File: src/wnd_pkg.sv
// Shared widths, constants, codes and control types for the windowed diversity block.
package wnd_pkg;

  // Field widths
  localparam int POS_W  = 31;               // position, window index, empty count
  localparam int CNT_W  = 16;               // haplotype and derived counts
  localparam int DIV_W  = 40;               // diversity, Q24.16
  localparam int FRAC_W = 16;
  localparam int INT_W  = DIV_W - FRAC_W;   // integer bits of diversity
  localparam int SUM_W  = 64;               // pair-difference accumulator
  localparam int TERM_W = 2 * CNT_W;        // n1*(H-n1)
  localparam int END_W  = POS_W + 1;        // window end, one bit of headroom
  localparam int STEP_W = 6;                // divider step counter

  // Divider step counts
  localparam logic [STEP_W-1:0] STEPS_TGT = STEP_W'(POS_W);
  localparam logic [STEP_W-1:0] STEPS_PI  = STEP_W'(DIV_W);

  // Configuration
  localparam int CFG_IDX_W = 1;
  localparam logic [CFG_IDX_W-1:0] REG_WINDOW_SIZE = 1'd0;
  localparam logic [CFG_IDX_W-1:0] REG_HAP_COUNT   = 1'd1;
  localparam logic [POS_W-1:0] WINDOW_SIZE_RESET = 31'd1000;
  localparam logic [CNT_W-1:0] HAP_COUNT_RESET   = 16'd2;

  // Controller states
  typedef enum logic [3:0] {
    ST_IDLE,
    ST_LOOKUP,
    ST_TDIV,
    ST_TCHK,
    ST_PDIV1,
    ST_EMIT1,
    ST_ADD,
    ST_FSTART,
    ST_PDIV2,
    ST_EMIT2
  } state_t;

  // Controller to datapath
  typedef struct packed {
    logic latch;    // input transfer, capture the site
    logic div_tgt;  // start (pos-1)/W
    logic div_pi;   // start pair_sum*2^16/pairs
    logic tgt_cap;  // capture target window and its end
    logic win_set;  // target is the open window: refresh window end
    logic close;    // emit the open window, move to the target
    logic add;      // accumulate the site term
    logic fin;      // emit the final window, restart the stream
  } cmd_t;

  // Datapath to controller
  typedef struct packed {
    logic fast;     // site stays in the open window, no divide needed
    logic div_done;
    logic tgt_gt;   // target window lies beyond the open window
    logic last;
    logic out_free;
  } stat_t;

endpackage

File: src/wnd_ctrl.sv
// Controller: sequences lookup, window close, accumulate and final emit per site.
module wnd_ctrl import wnd_pkg::*; (
  input  logic  clk,
  input  logic  rst,
  input  logic  in_valid,
  output logic  in_ready,
  input  stat_t st,
  output cmd_t  cmd
);

  state_t state, state_next;

  always_ff @(posedge clk) begin
    if (rst) begin
      state <= ST_IDLE;
    end else begin
      state <= state_next;
    end
  end

  always_comb begin
    state_next = state;
    cmd        = '0;
    in_ready   = 1'b0;
    case (state)
      ST_IDLE: begin
        in_ready = 1'b1;
        if (in_valid) begin
          cmd.latch  = 1'b1;
          state_next = ST_LOOKUP;
        end
      end
      // Known window end lets most sites skip the divide
      ST_LOOKUP: begin
        if (st.fast) begin
          state_next = ST_ADD;
        end else begin
          cmd.div_tgt = 1'b1;
          state_next  = ST_TDIV;
        end
      end
      ST_TDIV: begin
        if (st.div_done) begin
          cmd.tgt_cap = 1'b1;
          state_next  = ST_TCHK;
        end
      end
      ST_TCHK: begin
        if (st.tgt_gt) begin
          cmd.div_pi = 1'b1;
          state_next = ST_PDIV1;
        end else begin
          cmd.win_set = 1'b1;
          state_next  = ST_ADD;
        end
      end
      ST_PDIV1: begin
        if (st.div_done) begin
          state_next = ST_EMIT1;
        end
      end
      ST_EMIT1: begin
        if (st.out_free) begin
          cmd.close  = 1'b1;
          state_next = ST_ADD;
        end
      end
      ST_ADD: begin
        cmd.add    = 1'b1;
        state_next = st.last ? ST_FSTART : ST_IDLE;
      end
      // Sum now includes the last site
      ST_FSTART: begin
        cmd.div_pi = 1'b1;
        state_next = ST_PDIV2;
      end
      ST_PDIV2: begin
        if (st.div_done) begin
          state_next = ST_EMIT2;
        end
      end
      ST_EMIT2: begin
        if (st.out_free) begin
          cmd.fin    = 1'b1;
          state_next = ST_IDLE;
        end
      end
      default: begin
        state_next = ST_IDLE;
      end
    endcase
  end

endmodule

File: config.mk
export PLATFORM = sky130hd
export DESIGN_NAME = wnd_ctrl
export DESIGN_NICKNAME = d
export VERILOG_FILES = /design/src/wnd_pkg.sv /design/src/wnd_ctrl.sv
export SDC_FILE = /design/constraint.sdc
export NUM_CORES = 1
export LEC_CHECK = 0
export ABC_AREA = 1
export BUFFER_PORTS_ARGS = -buffer_cell sky130_fd_sc_hd__buf_2
export CAP_MARGIN = 25
export CELL_PAD_IN_SITES_DETAIL_PLACEMENT = 1
export CELL_PAD_IN_SITES_GLOBAL_PLACEMENT = 2
export CORE_MARGIN = 2
export CORE_UTILIZATION = 24
export CTS_BUF_LIST = sky130_fd_sc_hd__clkbuf_4
export CTS_CLUSTER_DIAMETER = 50
export DETAILED_ROUTE_END_ITERATION = 6
export GPL_TIMING_DRIVEN = 0
export PLACE_DENSITY = 0.78
export SETUP_SLACK_MARGIN = 0.02
export SYNTH_ARGS = -nofsm -noshare
export SYNTH_HDL_FRONTEND = slang
export SYNTH_SLANG_ARGS = --single-unit
File: constraint.sdc
create_clock -name clk -period 3.5 [get_ports clk]
set_input_delay 0.35 -clock clk [delete_from_list [all_inputs] [get_ports clk]]
set_output_delay 0.35 -clock clk [all_outputs]
set_load 0.005 [all_outputs]
==> metrics.yaml, run 1 <==
hold_slack_ns: 0.2836
clk_path_buf_depth: 2
grt_overflow: 0
path_max_fanout: 6
hold_depth: 2
die_y_um: 46.72
drive_above_1_share_pct: 36.73
tns_ns: 0
cts_hold_buf: 0
first_global_vias: 469
grt_antenna_before_repair: 0
crit_type: "register to output pin"
synthTopCellsByArea: "dfxtp_1 (18%), nand3_1 (14%), nor2_1 (14%), nand2_1 (12%), inv_1 (9.4%)"
total_power_mw: 0.4734
final_antenna_net_count: 0
num_vias: 539
drt_iter0_drc: 10
grt_usage_pct: 12.30
wl_per_cell_um: 9.756
syn_area_sq_um: 437.9
synth.avg_cell_area_sq_um: 5.543
hp-start: "rst"
synth_nets: 87
numCtsBuffers: 3
multi_input_area_sq_um: 299.0
timing.rr.start: "state[2]"
top_register: "state"
arrival_ns: 1.33
htreeDepth: 1
largest_reg_flops: 4
nets: 108
max-slew-margin-rel_pct: 81.95
required_ns: 3.15
grt_max_degree: 8
ff_latch_area_sq_um: 80.08
layout.cells.non_filler: 123
dp_cells: 120
clk_pin_slew_ns: 0.04
finalHoldViolations: 0
num_io_pins: 17
portBuffers: 16
gp_congestion: 0.7211
max_slew.worst_pin.slew_ns: 0.2703
synth_top_cell_area_share_pct: 18.29
place_hpwl_mm: 1.046
p_per_area_nw_per_um2: 827.9
post_cts_buffers: 0
hold_end: "state[2]"
core.rowCount: 15
ff2ff_setup_slack_ns: 2.18
reg2reg_depth: 9
layout_min_cycle_time_ns: 1.684
drc: 0
synthCells: 79
power_leakage_nw: 0.3390
core_sq_um: 1727
fillers: 251
initial_core_util_pct: 25.36
vias_per_cell: 4.382
ctsResizeCount: 0
dieArea_sq_um: 2182
reg_top3: "state x4"
maxCapViolCount: 0
clockRootBuffer: "clkbuf_4"
critPathCaptureType: "output pin"
rsz0062_at_grt: "false"
regToRegEndpoint: "state[0]"
num_antenna_cells: 0
ys_warn_count: 0
peakVddDrop_mv: 0.3353
hold_path_class: "primary input to register"
firstDrtPassIters: 4
syn_to_final_growth_pct: 30.57
finalSetupViolCount: 0
dieWidth_um: 46.72
drt_wl_total_mm: 1.200
insertion_delay_ns: 0.24
drv_slew: 0
layout_common_cells: "nor2_1 (16), buf_2 (16), nand2_1 (14)"
grt_pass1_wl_mm: 1.876
yosysTopAreaCell: "dfxtp_1"
cts.sinks: 4
yosys_register_bits: 4
cts_tree: "done"
seq_area_frac_synth_pct: 18.29
synth_cell_types: 14
status: "finished, final reports clean"
fmaxAchievable_ghz: 0.5937
skew_ns: 0.003452
finalCritPeriodShare_pct: 48.12
startpoint_type: "register"
[critical path: stages, from the launching register on]
cell,delay (ns)
dfxtp_1,0.40
inv_1,0.07
nor2_2,0.22
inv_1,0.11
o22ai_1,0.15
buf_2,0.13
[per-layer routing]
layer	vias up	part of all wire (%)	track usage (%)
met2	12	51	21.94
met5	-	0	0
met3	0	4.0	4.706
li1	283	-	-
met1	244	46	14.32
met4	0	0	1.667
[area by class of cell]
cell class	instances	area share, %
Multi-Input combinational cell	60	52.30
Sequential cell	4	14.00
Timing Repair Buffer	16	14.00
Inverter	15	10.28
Tap cell	25	5.470
Clock buffer	3	3.939
[stage by stage]
stage	utilization [%]	worst slack [ns]	instance area [sq um]
after floorplan	-	2.293	437.9
after global placement	31.81	2.057	549.3
after detailed placement	31.81	2.049	549.3
after CTS	33.12	1.787	571.8
after global routing	33.12	1.697	571.8
final	33.12	1.816	571.8
[cells in the mapped netlist]
| cell type | number |
|---|---|
| nor3_1 | 2 |
| nand3_1 | 12 |
| nand2_2 | 5 |
| nand3_2 | 1 |
| inv_2 | 3 |
| inv_4 | 1 |
| o22ai_1 | 1 |
| nor2_1 | 16 |
| dfxtp_1 | 4 |
| nor2_4 | 3 |
| a21oi_1 | 2 |
| nand2_1 | 14 |
| nor2_2 | 4 |
| inv_1 | 11 |
[report_power, final]
group | leakage (nW) | total [mW] | switching, mW | internal, mW
clock network | 0.0138 | 0.0570 | 0.0187 | 0.0383
registers | 0.0330 | 0.0965 | 0.0313 | 0.0652
logic | 0.292 | 0.320 | 0.202 | 0.118
total | 0.339 | 0.473 | 0.252 | 0.221
[kinds of logic after synthesis]
group / count (synthesis) / share of synthesized area, %
AOI/OAI and AO/OA: 3 / 3.715
buffers and inverters: 15 / 13.43
DFF: 4 / 18.29
and+or+nand+nor: 57 / 64.57
[worst max-delay path by stage]
stage	start	slack (ns)	end
finish	state[2]	1.82	cmd[5]
global route	state[2]	1.70	cmd[1]
CTS	state[2]	1.79	cmd[5]
detailed placement	state[2]	2.05	cmd[5]
global placement	state[2]	2.06	cmd[5]
floorplan	state[2]	2.29	cmd[5]
(Power assumes the default switching activity.)
==> inputs of run 2 (changes only) <==
CORE_UTILIZATION = 23   (was 24)
PLACE_DENSITY = 0.75   (was 0.78)
clock period = 1.7 ns   (was 3.5 ns; I/O delays follow)
==> metrics.yaml, run 2 (synthesis gave the netlist of run 1 again) <==
num_io_pins: 17  # unchanged
critical_path.slowest_cell: "dfxtp_1"
place_hpwl_mm: 1.075  # +2.8%
intPower_mw: 0.4553  # +110%
hold_slack_ns: 0.1047  # -0.1789 ns
clk_path_buf_depth: 2  # unchanged
drc: 0  # unchanged
cpMostUsedCell: "inv_1"
top_register: "state"
clk_pin_slew_ns: 0.03  # about the same
peakVddDrop_mv: 0.5507  # +64%
p_per_area_nw_per_um2: 1724  # +110%
fmaxAchievable_ghz: 0.6567
maxCapViolCount: 0  # unchanged
crit_type: "register to output pin"
first_global_vias: 494  # +5.3%
tns_ns: 0  # unchanged
ctsResizeCount: 0  # unchanged
power_frac_seq_pct: 20.7  # +0.3 points
switchingPower_mw: 0.5306  # +110%
layout_min_cycle_time_ns: 1.523
dieArea_sq_um: 2269  # +4.0%
layout_common_cells: "nor2_1 (16), buf_2 (16), nand2_1 (14)"
rsz0062_at_grt: "false"
status: "finished, final reports clean"
largest_reg_flops: 4  # unchanged
max_slew.worst_pin.slew_ns: 0.2718  # +0.001485 ns
post_cts_buffers: 0  # unchanged
hold_path_class: "primary input to register"
core.rowCount: 15  # unchanged
firstDrtPassIters: 4  # unchanged
path_max_fanout: 6  # unchanged
slowest_delay_ns: 0.42  # +0.02 ns
clockRootBuffer: "clkbuf_4"
skew_ns: 0.005246  # +0.001794 ns
dieWidth_um: 47.64  # +2.0%
insertion_delay_ns: 0.24  # about the same
arrival_ns: 1.35  # +0.02 ns
pwr-share-comb_pct: 67.1  # -0.5 points
syn_to_final_growth_pct: 30.57  # unchanged
startpoint_type: "register"
drive_above_1_share_pct: 36.73  # unchanged
grt_usage_pct: 13.17  # +0.87 points
cts_hold_buf: 0  # unchanged
swShare_pct: 53.82  # +0.54 points
initial_core_util_pct: 24.82  # -0.54 points
power_leakage_nw: 0.3390  # unchanged
drt_iter0_drc: 4  # -6
portBuffers: 16  # unchanged
fillers: 266  # +6.0%
grt_pass1_wl_mm: 2.076  # +11%
total_power_mw: 0.9859  # +110%
final_antenna_net_count: 0  # unchanged
drv_slew: 0  # unchanged
finalSetupViolCount: 0  # unchanged
drt_wl_total_mm: 1.247  # +3.9%
num_antenna_cells: 0  # unchanged
required_ns: 1.53  # -1.62 ns
vias_per_cell: 4.309  # -1.7%
wl_per_cell_um: 10.14  # +3.9%
multi_input_area_sq_um: 299.0  # unchanged
max-slew-margin-rel_pct: 81.74  # -0.21 points
cts_tree: "done"
finalHoldViolations: 0  # unchanged
gp_congestion: 0.7254  # +0.60%
die_y_um: 47.64  # +2.0%
grt_antenna_before_repair: 0  # unchanged
reg_top3: "state x4"
cts.sinks: 4  # unchanged
finalCritPeriodShare_pct: 89.57
ff_latch_area_sq_um: 80.08  # unchanged
nets: 108  # unchanged
grt_max_degree: 8  # unchanged
htreeDepth: 1  # unchanged
clockPowerShare_pct: 12.2  # +0.2 points
numCtsBuffers: 3  # unchanged
core_sq_um: 1764  # +2.2%
critical_path.cell_chain: "inv_1 -> nor2_2 -> inv_1 -> nor3_1 -> buf_2"
critPathCaptureType: "output pin"
num_vias: 530  # -1.7%
grt_overflow: 0  # unchanged
[run 2: cell counts in the layout (fill, tap and decap cells not counted)]
Identical to the previous run, type by type.
[run 2: worst max-delay path, delay by kind of cell, from the launching register on]
family | cells | cell delay [ns]
and+or+nand+nor | 2 | 0.36
DFF | 1 | 0.42
buffers and inverters | 3 | 0.34
[run 2: worst paths after layout]
path / start / to / slack, ns / cells after the start
worst min-delay path: rst / state[2] / 0.10 / 2
worst min register to register: state[3] / state[3] / 0.59 / 2
worst max register to register: state[2] / state[0] / 0.40 / 9
worst max-delay path: state[2] / cmd[1] / 0.18 / 5
[run 2: final cells by class]
type                    count  share of cell area, %
multi-input cells          60                  52.30
flip-flops and latches      4                  14.00
repair buffers             16                  14.00
inverters                  15                  10.28
well taps                  25                  5.470
clock buffers               3                  3.939
[run 2: power by group through the flow]
stage                     Combinational [mW]  Clock (mW)  Sequential, mW
after floorplan                        0.508           0           0.190
after global placement                 0.665           0           0.202
after detailed placement               0.676           0           0.204
after CTS                              0.679       0.124           0.204
after global routing                   0.763       0.130           0.209
final                                  0.661       0.120           0.204
[run 2: layer usage]
layer	GRT usage, %	vias to the layer above	part of all wire, %
met5	0	-	0
met4	3.243	0	0
met3	4.528	0	5.2
met2	21.08	17	46
met1	17.04	227	49
li1	-	286	-
[run 2: per-stage QoR]
stage                     area [sq um]  setup slack (ns)  util, %  std cells
final                            571.8            0.1773    32.41        123
after CTS                        571.8            0.1560    32.41        123
after floorplan                  437.9            0.5578        -         79
after detailed placement         549.3            0.3823    31.13        120
after global placement           549.3            0.3815    31.13        120
after global routing             571.8           0.05777    32.41        123
