<file path="src/wnd_pkg.sv">
// Shared widths, constants, codes and control types for the windowed diversity block.
package wnd_pkg;

  // Field widths
  localparam int POS_W  = 31;               // position, window index, empty count
  localparam int CNT_W  = 16;               // haplotype and derived counts
  localparam int DIV_W  = 40;               // diversity, Q24.16
  localparam int FRAC_W = 16;
  localparam int INT_W  = DIV_W - FRAC_W;   // integer bits of diversity
  localparam int SUM_W  = 64;               // pair-difference accumulator
  localparam int TERM_W = 2 * CNT_W;        // n1*(H-n1)
  localparam int END_W  = POS_W + 1;        // window end, one bit of headroom
  localparam int STEP_W = 6;                // divider step counter

  // Divider step counts
  localparam logic [STEP_W-1:0] STEPS_TGT = STEP_W'(POS_W);
  localparam logic [STEP_W-1:0] STEPS_PI  = STEP_W'(DIV_W);

  // Configuration
  localparam int CFG_IDX_W = 1;
  localparam logic [CFG_IDX_W-1:0] REG_WINDOW_SIZE = 1'd0;
  localparam logic [CFG_IDX_W-1:0] REG_HAP_COUNT   = 1'd1;
  localparam logic [POS_W-1:0] WINDOW_SIZE_RESET = 31'd1000;
  localparam logic [CNT_W-1:0] HAP_COUNT_RESET   = 16'd2;

  // Controller states
  typedef enum logic [3:0] {
    ST_IDLE,
    ST_LOOKUP,
    ST_TDIV,
    ST_TCHK,
    ST_PDIV1,
    ST_EMIT1,
    ST_ADD,
    ST_FSTART,
    ST_PDIV2,
    ST_EMIT2
  } state_t;

  // Controller to datapath
  typedef struct packed {
    logic latch;    // input transfer, capture the site
    logic div_tgt;  // start (pos-1)/W
    logic div_pi;   // start pair_sum*2^16/pairs
    logic tgt_cap;  // capture target window and its end
    logic win_set;  // target is the open window: refresh window end
    logic close;    // emit the open window, move to the target
    logic add;      // accumulate the site term
    logic fin;      // emit the final window, restart the stream
  } cmd_t;

  // Datapath to controller
  typedef struct packed {
    logic fast;     // site stays in the open window, no divide needed
    logic div_done;
    logic tgt_gt;   // target window lies beyond the open window
    logic last;
    logic out_free;
  } stat_t;

endpackage

</file>
<file path="src/wnd_div.sv">
// Restoring divider, one quotient bit per cycle, shared by window lookup and diversity.
module wnd_div import wnd_pkg::*; (
  input  logic              clk,
  input  logic              rst,
  input  logic              start,
  input  logic [STEP_W-1:0] steps,
  input  logic [POS_W-1:0]  divisor,
  input  logic [POS_W-1:0]  rem_init,
  input  logic [DIV_W-1:0]  q_init,
  output logic              done,
  output logic [DIV_W-1:0]  quot,
  output logic [POS_W-1:0]  rem
);

  logic              busy;
  logic [STEP_W-1:0] count;
  logic [POS_W-1:0]  dvs;
  logic [POS_W:0]    trial;
  logic              ge;

  // One shift-subtract step
  assign trial = {rem, quot[DIV_W-1]};
  assign ge    = (trial >= {1'b0, dvs});

  always_ff @(posedge clk) begin
    if (rst) begin
      busy  <= 1'b0;
      done  <= 1'b0;
      count <= '0;
    end else if (start) begin
      busy  <= 1'b1;
      done  <= 1'b0;
      count <= steps;
    end else if (busy) begin
      count <= count - 1'b1;
      if (count == STEP_W'(1)) begin
        busy <= 1'b0;
        done <= 1'b1;
      end
    end
  end

  // Remainder and quotient shift register
  always_ff @(posedge clk) begin
    if (start) begin
      dvs  <= divisor;
      rem  <= rem_init;
      quot <= q_init;
    end else if (busy) begin
      rem  <= ge ? POS_W'(trial - {1'b0, dvs}) : trial[POS_W-1:0];
      quot <= {quot[DIV_W-2:0], ge};
    end
  end

endmodule

</file>
<file path="src/wnd_dp.sv">
// Datapath: config registers, window state, pair sum, divider and output register.
module wnd_dp import wnd_pkg::*; (
  input  logic                 clk,
  input  logic                 rst,
  input  logic                 cfg_we,
  input  logic [CFG_IDX_W-1:0] cfg_index,
  input  logic [POS_W-1:0]     cfg_data,
  input  logic [POS_W-1:0]     in_position,
  input  logic [CNT_W-1:0]     in_derived_count,
  input  logic                 in_last_site,
  input  cmd_t                 cmd,
  output stat_t                st,
  input  logic                 out_ready,
  output logic                 out_valid,
  output logic [POS_W-1:0]     out_window_index,
  output logic [DIV_W-1:0]     out_diversity,
  output logic [POS_W-1:0]     out_empty_after,
  output logic                 out_final_window
);

  // Configuration
  logic [POS_W-1:0] window_size;
  logic [CNT_W-1:0] hap_count;
  logic [POS_W-1:0] wsize;
  logic [POS_W-1:0] pairs;

  // Site and window state
  logic [POS_W-1:0]  pos;
  logic [CNT_W-1:0]  n1;
  logic              last;
  logic [CNT_W-1:0]  n1_sat;
  logic [TERM_W-1:0] term;
  logic [POS_W-1:0]  current_window;
  logic [SUM_W-1:0]  pair_sum;
  logic [SUM_W:0]    sum_ext;
  logic [END_W-1:0]  win_end;
  logic              win_ok;
  logic [POS_W-1:0]  tgt;
  logic [END_W-1:0]  end_cand;
  logic [POS_W-1:0]  pos_m1;
  logic              sat;
  logic [DIV_W-1:0]  pi;

  // Divider
  logic              div_start;
  logic [STEP_W-1:0] div_steps;
  logic [POS_W-1:0]  div_divisor;
  logic [POS_W-1:0]  div_rem_init;
  logic [DIV_W-1:0]  div_q_init;
  logic              div_done;
  logic [DIV_W-1:0]  div_quot;
  logic [POS_W-1:0]  div_rem;

  assign wsize  = (window_size == '0) ? POS_W'(1) : window_size;
  assign pos_m1 = pos - 1'b1;
  assign n1_sat = (n1 > hap_count) ? hap_count : n1;

  // Configuration writes invalidate the cached window end
  always_ff @(posedge clk) begin
    if (rst) begin
      window_size <= WINDOW_SIZE_RESET;
      hap_count   <= HAP_COUNT_RESET;
    end else if (cfg_we) begin
      case (cfg_index)
        REG_WINDOW_SIZE: window_size <= cfg_data;
        REG_HAP_COUNT:   hap_count   <= cfg_data[CNT_W-1:0];
        default: ;
      endcase
    end
  end

  // Pair count and site term, registered products
  always_ff @(posedge clk) begin
    pairs <= POS_W'((TERM_W'(hap_count) * TERM_W'(hap_count - 1'b1)) >> 1);
    term  <= TERM_W'(n1_sat) * TERM_W'(hap_count - n1_sat);
  end

  // Site capture
  always_ff @(posedge clk) begin
    if (cmd.latch) begin
      pos  <= in_position;
      n1   <= in_derived_count;
      last <= in_last_site;
    end
  end

  // Divider operands
  assign div_start    = cmd.div_tgt | cmd.div_pi;
  assign div_steps    = cmd.div_pi ? STEPS_PI : STEPS_TGT;
  assign div_divisor  = cmd.div_pi ? pairs : wsize;
  assign div_rem_init = cmd.div_pi ? pair_sum[POS_W+INT_W-1:INT_W] : '0;
  assign div_q_init   = cmd.div_pi ? {pair_sum[INT_W-1:0], FRAC_W'(0)}
                                   : {pos_m1, (DIV_W - POS_W)'(0)};

  wnd_div u_div (
    .clk      (clk),
    .rst      (rst),
    .start    (div_start),
    .steps    (div_steps),
    .divisor  (div_divisor),
    .rem_init (div_rem_init),
    .q_init   (div_q_init),
    .done     (div_done),
    .quot     (div_quot),
    .rem      (div_rem)
  );

  // Quotient overflow check taken when the diversity divide starts
  always_ff @(posedge clk) begin
    if (cmd.div_pi) begin
      sat <= (pair_sum >= SUM_W'({pairs, INT_W'(0)}));
    end
  end

  always_comb begin
    if (hap_count < CNT_W'(2)) begin
      pi = '0;
    end else if (sat) begin
      pi = '1;
    end else begin
      pi = div_quot;
    end
  end

  // Target window; its end is q*W + W = (pos-1) - rem + W
  always_ff @(posedge clk) begin
    if (cmd.tgt_cap) begin
      tgt      <= div_quot[POS_W-1:0];
      end_cand <= END_W'(pos_m1 - div_rem) + END_W'(wsize);
    end
  end

  assign sum_ext = {1'b0, pair_sum} + (SUM_W + 1)'(term);

  // Window state
  always_ff @(posedge clk) begin
    if (rst) begin
      current_window <= '0;
      pair_sum       <= '0;
      win_ok         <= 1'b0;
    end else begin
      if (cmd.win_set && (tgt == current_window)) begin
        win_end <= end_cand;
        win_ok  <= 1'b1;
      end
      if (cmd.close) begin
        current_window <= tgt;
        pair_sum       <= '0;
        win_end        <= end_cand;
        win_ok         <= 1'b1;
      end
      if (cmd.add) begin
        pair_sum <= sum_ext[SUM_W] ? '1 : sum_ext[SUM_W-1:0];
      end
      if (cmd.fin) begin
        current_window <= '0;
        pair_sum       <= '0;
        win_ok         <= 1'b0;
      end
      if (cfg_we) begin
        win_ok <= 1'b0;
      end
    end
  end

  // Output register
  always_ff @(posedge clk) begin
    if (rst) begin
      out_valid <= 1'b0;
    end else if (cmd.close || cmd.fin) begin
      out_valid <= 1'b1;
    end else if (out_ready) begin
      out_valid <= 1'b0;
    end
  end

  always_ff @(posedge clk) begin
    if (cmd.close || cmd.fin) begin
      out_window_index <= current_window;
      out_diversity    <= pi;
      out_empty_after  <= cmd.close ? POS_W'(tgt - current_window - 1'b1) : '0;
      out_final_window <= cmd.fin;
    end
  end

  // Status
  assign st.fast     = (pos == '0) || (win_ok && (END_W'(pos) <= win_end));
  assign st.div_done = div_done;
  assign st.tgt_gt   = (tgt > current_window);
  assign st.last     = last;
  assign st.out_free = !out_valid || out_ready;

endmodule
</file>
<file path="config.mk">
export PLATFORM = sky130hd
export DESIGN_NAME = wnd_dp
export DESIGN_NICKNAME = d
export VERILOG_FILES = /design/src/wnd_pkg.sv /design/src/wnd_div.sv /design/src/wnd_dp.sv
export SDC_FILE = /design/constraint.sdc
export NUM_CORES = 2
export LEC_CHECK = 0
export BUFFER_PORTS_ARGS = -buffer_cell sky130_fd_sc_hd__buf_2
export CAP_MARGIN = 5
export CORE_ASPECT_RATIO = 1.5
export CORE_MARGIN = 10
export CORE_UTILIZATION = 60
export CTS_BUF_LIST = sky130_fd_sc_hd__clkbuf_4
export CTS_CLUSTER_DIAMETER = 50
export CTS_CLUSTER_SIZE = 28
export DETAILED_ROUTE_END_ITERATION = 16
export PLACE_DENSITY = 0.86
export SKIP_LAST_GASP = 1
export SLEW_MARGIN = 20
export SYNTH_ARGS = -nofsm -noshare
export SYNTH_HDL_FRONTEND = slang
export SYNTH_SLANG_ARGS = --single-unit
export TNS_END_PERCENT = 1
</file>
<file path="constraint.sdc">
create_clock -name clk -period 14.1 [get_ports clk]
set_clock_uncertainty 0.2 [all_clocks]
set_input_delay 0 -clock clk [delete_from_list [all_inputs] [get_ports clk]]
set_output_delay 0 -clock clk [all_outputs]
set_load 0.01 [all_outputs]
</file>
==> results.sh <==
export IMPL_outcome="finished with violations"
export IMPL_violations="negative hold slack"
export IMPL_clk_latency_ps=1070
export IMPL_boundaryPins=201
export IMPL_finalSetupTns_ps=0
export IMPL_syn2layout_area_growth_pct=11.43
export IMPL_reg2reg_slack_ps=2050
export IMPL_p_sw_frac=0.5015
export IMPL_seqPwrFrac=0.186
export IMPL_synth_top_family_by_area="adder cells"
export IMPL_worstMarginPinSlew_ps=1269
export IMPL_drv_cap=0
export IMPL_drive_gt1_frac=0.07561
export IMPL_crit_type="reg2reg"
export IMPL_ys_seq_area_frac=0.3027
export IMPL_min_path_type="in2reg"
export IMPL_fmax_mhz=83.01
export IMPL_endpoint_kind="flop"
export IMPL_yosys_area_share_simple=0.1332
export IMPL_start_util=0.6027
export IMPL_grt_pass1_vias=41362
export IMPL_syn_cell_area_um2=48840
export IMPL_pre_cts_slack_ps=2485
export IMPL_antenna_found_initial=7
export IMPL_hp_start="in_position[25]"
export IMPL_min_period_over_period=0.8543
export IMPL_dieHeight_um=369.4
export IMPL_r2r_start="hap_count[1]$_SDFFE_PP1P_"
export IMPL_row_count=128
export IMPL_cp_start_kind="flop"
export IMPL_setup_ws_ps=2054
export IMPL_post_dp_cell_area_um2=50850
export IMPL_synth_adder_area_share=0.3071
export IMPL_synth_xor_area_frac=0.03909
export IMPL_final_hold_viol_count=1
export IMPL_grt_overflow=0
export IMPL_internal_power_uw=6545
export IMPL_ys_seq_elements=564
export IMPL_n_fill_cell=6244
export IMPL_gp_congestion=0.9984
export IMPL_clk_pin_slew_ps=280
export IMPL_clockRootBuffer="clkbuf_4"
export IMPL_crit_family="adder cells"
export IMPL_crit_end="term[30]$_DFF_P_"
export IMPL_rr_endpoint="term[30]$_DFF_P_"
export IMPL_synth_top_area_share=0.2146
export IMPL_synth_most_common_cell="inv_1"
export IMPL_synth_edf_count=349
export IMPL_path_max_fanout=16
export IMPL_h_tree_depth=2
export IMPL_max_stage_delay_ps=880
export IMPL_maxSlewHeadroom=0.1477
export IMPL_track_usage=0.3294
export IMPL_rsz0062_at_grt="no"
export IMPL_nets=6483
export IMPL_min_period_ps=12050
export IMPL_cts_path_max_buffers=3
export IMPL_numCtsBuffers=49
export IMPL_grt_pass1_wl_um=236100
export IMPL_p_leak_uw=0.02526
export IMPL_r2r_cells=42
export IMPL_drc=0
export IMPL_vias=39654
export IMPL_async_flop_share=0
export IMPL_cts_sinks=564
export IMPL_core_um2=81040
export IMPL_totalPowerFinal_uw=13130
export IMPL_die_x_um=253.0
export IMPL_drtIter0Drc=3774
export IMPL_place_port_buffers=200
export IMPL_synth_distinct_cells=76
export IMPL_maxSlewViolCount=0
export IMPL_totalWireLength_um=154200
export IMPL_syn_area_per_cell_um2=9.571
export IMPL_yosys_top_cells_area="edfxtp_1, fa_1, ha_1"
export IMPL_syn_nets=6122
export IMPL_vias_per_cell=6.056
export IMPL_switchingPower_uw=6585
export IMPL_crit_cells=42
export IMPL_power_frac_comb=0.735
export IMPL_final_area_um2=54420
export IMPL_dieArea_um2=93450
export IMPL_grt_max_degree=83
export IMPL_arrival_ps=12660
export IMPL_slowest_stage="xnor2_1"
export IMPL_yosys_warnings=0
export IMPL_cp_required_ps=14710
export IMPL_ff_latch_area_um2=14780
export IMPL_synth_area_leader_cell="edfxtp_1"
export IMPL_cts_tree="built"
export IMPL_startpoint="hap_count[1]$_SDFFE_PP1P_"
export IMPL_multi_input_area_um2=30390
export IMPL_power_density_nw_per_um2=241.3
export IMPL_ant_nets=0
export IMPL_wire_per_inst_um=23.55
export IMPL_muxShareOfSynthArea=0.02495
export IMPL_clock_power_share=0.079
export IMPL_syn_inst=5103
export IMPL_hold_ws_ps=-2.327
export IMPL_setup_violations=0
export IMPL_synth_common_cells="inv_1, ha_1, fa_1, nand2_1, nor2_1"
export IMPL_place_hpwl_um=115200
export IMPL_synth_ff_type="edfxtp_1"
export IMPL_crit_top_cell="fa_1"
export IMPL_synth_compound_area_frac=0.1160
export IMPL_peakVddDrop_v=0.0006624
export IMPL_firstDrtPassIters=9
export IMPL_path_buf_inv=8
## power by group through the flow
stage	Combinational [uW]	Clock, uW	Sequential [uW]
floorplan	7020	0	2380
global placement	9090	0	2450
detailed placement	9390	0	2460
CTS	9510	1040	2420
global route	10800	1110	2460
finish	9650	1040	2440
## cells in the final DEF, fill, tap and decap left out, types with 11 or more instances in the layout
cell type and instances:
o21ai_0 199, nand2_1 443, xnor2_1 131, a31oi_1 35
o21a_1 74, nand3_1 63, or3_1 17, nand2b_1 146
buf_4 50, inv_1 792, o211ai_1 21, a311oi_1 16
a211oi_1 35, nor3_1 62, nand4_1 43, o21bai_1 19
and2_1 63, dlygate4sd3_1 251, xor2_1 81, clkinv_1 13
o31ai_1 11, mux2i_1 79, edfxtp_1 349, buf_2 199
ha_1 474, mux2_2 38, and3_1 32, fa_1 453
a211o_1 13, dfxtp_1 215, or4_1 12, nor2_1 408
nor2b_1 35, clkbuf_4 51, a21oi_1 250, nor4_1 28
a21o_1 104
## worst reg2reg max path: cells and delay by family, from the launching register on
kind | cells | cell delay (ps)
AO/OA/AOI/OAI | 15 | 3170
AND/OR/NAND/NOR | 7 | 1090
XOR/XNOR | 2 | 1010
adder cells (fa/ha/maj) | 9 | 4180
flip-flops | 1 | 340
buffers and inverters | 8 | 1420
multiplexers | 1 | 420
## layer usage
| layer | GRT usage | share of wire | wire [um] | vias to the layer above |
|---|---|---|---|---|
| met1 | 0.3588 | 0.35 | 53310 | 19209 |
| met3 | 0.05569 | 0.074 | 11360 | 658 |
| met2 | 0.5642 | 0.49 | 75350 | 2039 |
| met5 | 0 | 0.000058 | 9 | - |
| li1 | - | - | - | 17746 |
| met4 | 0.2554 | 0.092 | 14170 | 2 |
## timing repair
item / CTS / global route
hold buffers: 248 / 3
endpoints found under the hold margin: 499 / 3
resized for setup: 0 / 0
buffers inserted: 0 / 0
## logic make-up (layout without fill, tap and decap cells)
group | count (synthesis) | in the layout
other cells | 0 | 6
fa+ha+maj | 927 | 927
compound gates | 887 | 887
simple gates | 1392 | 1392
xor+xnor | 218 | 218
buf+inv | 998 | 1397
flops | 564 | 564
mux | 117 | 117
## registers in the layout (all words and copies together) (netlist names), 16 cells and up
| name | flops |
|---|---|
| pair_sum | 64 |
| out_diversity | 40 |
| u_div.quot | 40 |
| end_cand | 32 |
| term | 32 |
| win_end | 32 |
| current_window | 31 |
| out_empty_after | 31 |
| out_window_index | 31 |
| pairs | 31 |
| pos | 31 |
| tgt | 31 |
| u_div.dvs | 31 |
| u_div.rem | 31 |
| window_size | 31 |
| hap_count | 16 |
| n1 | 16 |
## worst min-delay path by stage
stage / to / slack, ps / depth (start not counted)
after floorplan: win_ok$_SDFFE_PP0N_ / -130 / 1
after global placement: pos[2]$_DFFE_PP_ / -20 / 1
after detailed placement: n1[1]$_DFFE_PP_ / -20 / 1
after CTS: pos[4]$_DFFE_PP_ / 2 / 3
after global routing: pos[25]$_DFFE_PP_ / -30 / 3
final: pos[25]$_DFFE_PP_ / -2 / 3
## per-stage QoR
step,hold WS (ps),util,std cells
5_1_grt,-30.27,0.6715,6546
2_1_floorplan,-127.2,-,5103
3_5_place_dp,-21.86,0.6275,6202
4_1_cts,2.191,0.6707,6539
6_report,-2.327,0.6716,6548
3_3_place_gp,-23.18,0.6275,6202
## layout make-up
class	count	share of cell area
inverters	808	0.05578
clock inverters	38	0.01161
clock buffers	51	0.007035
multi-input cells	3541	0.5584
diodes	6	0.0002759
repair buffers	500	0.07136
well taps	1040	0.02391
flip-flops and latches	564	0.2717
Note: power is estimated with default switching activity, not from simulation.
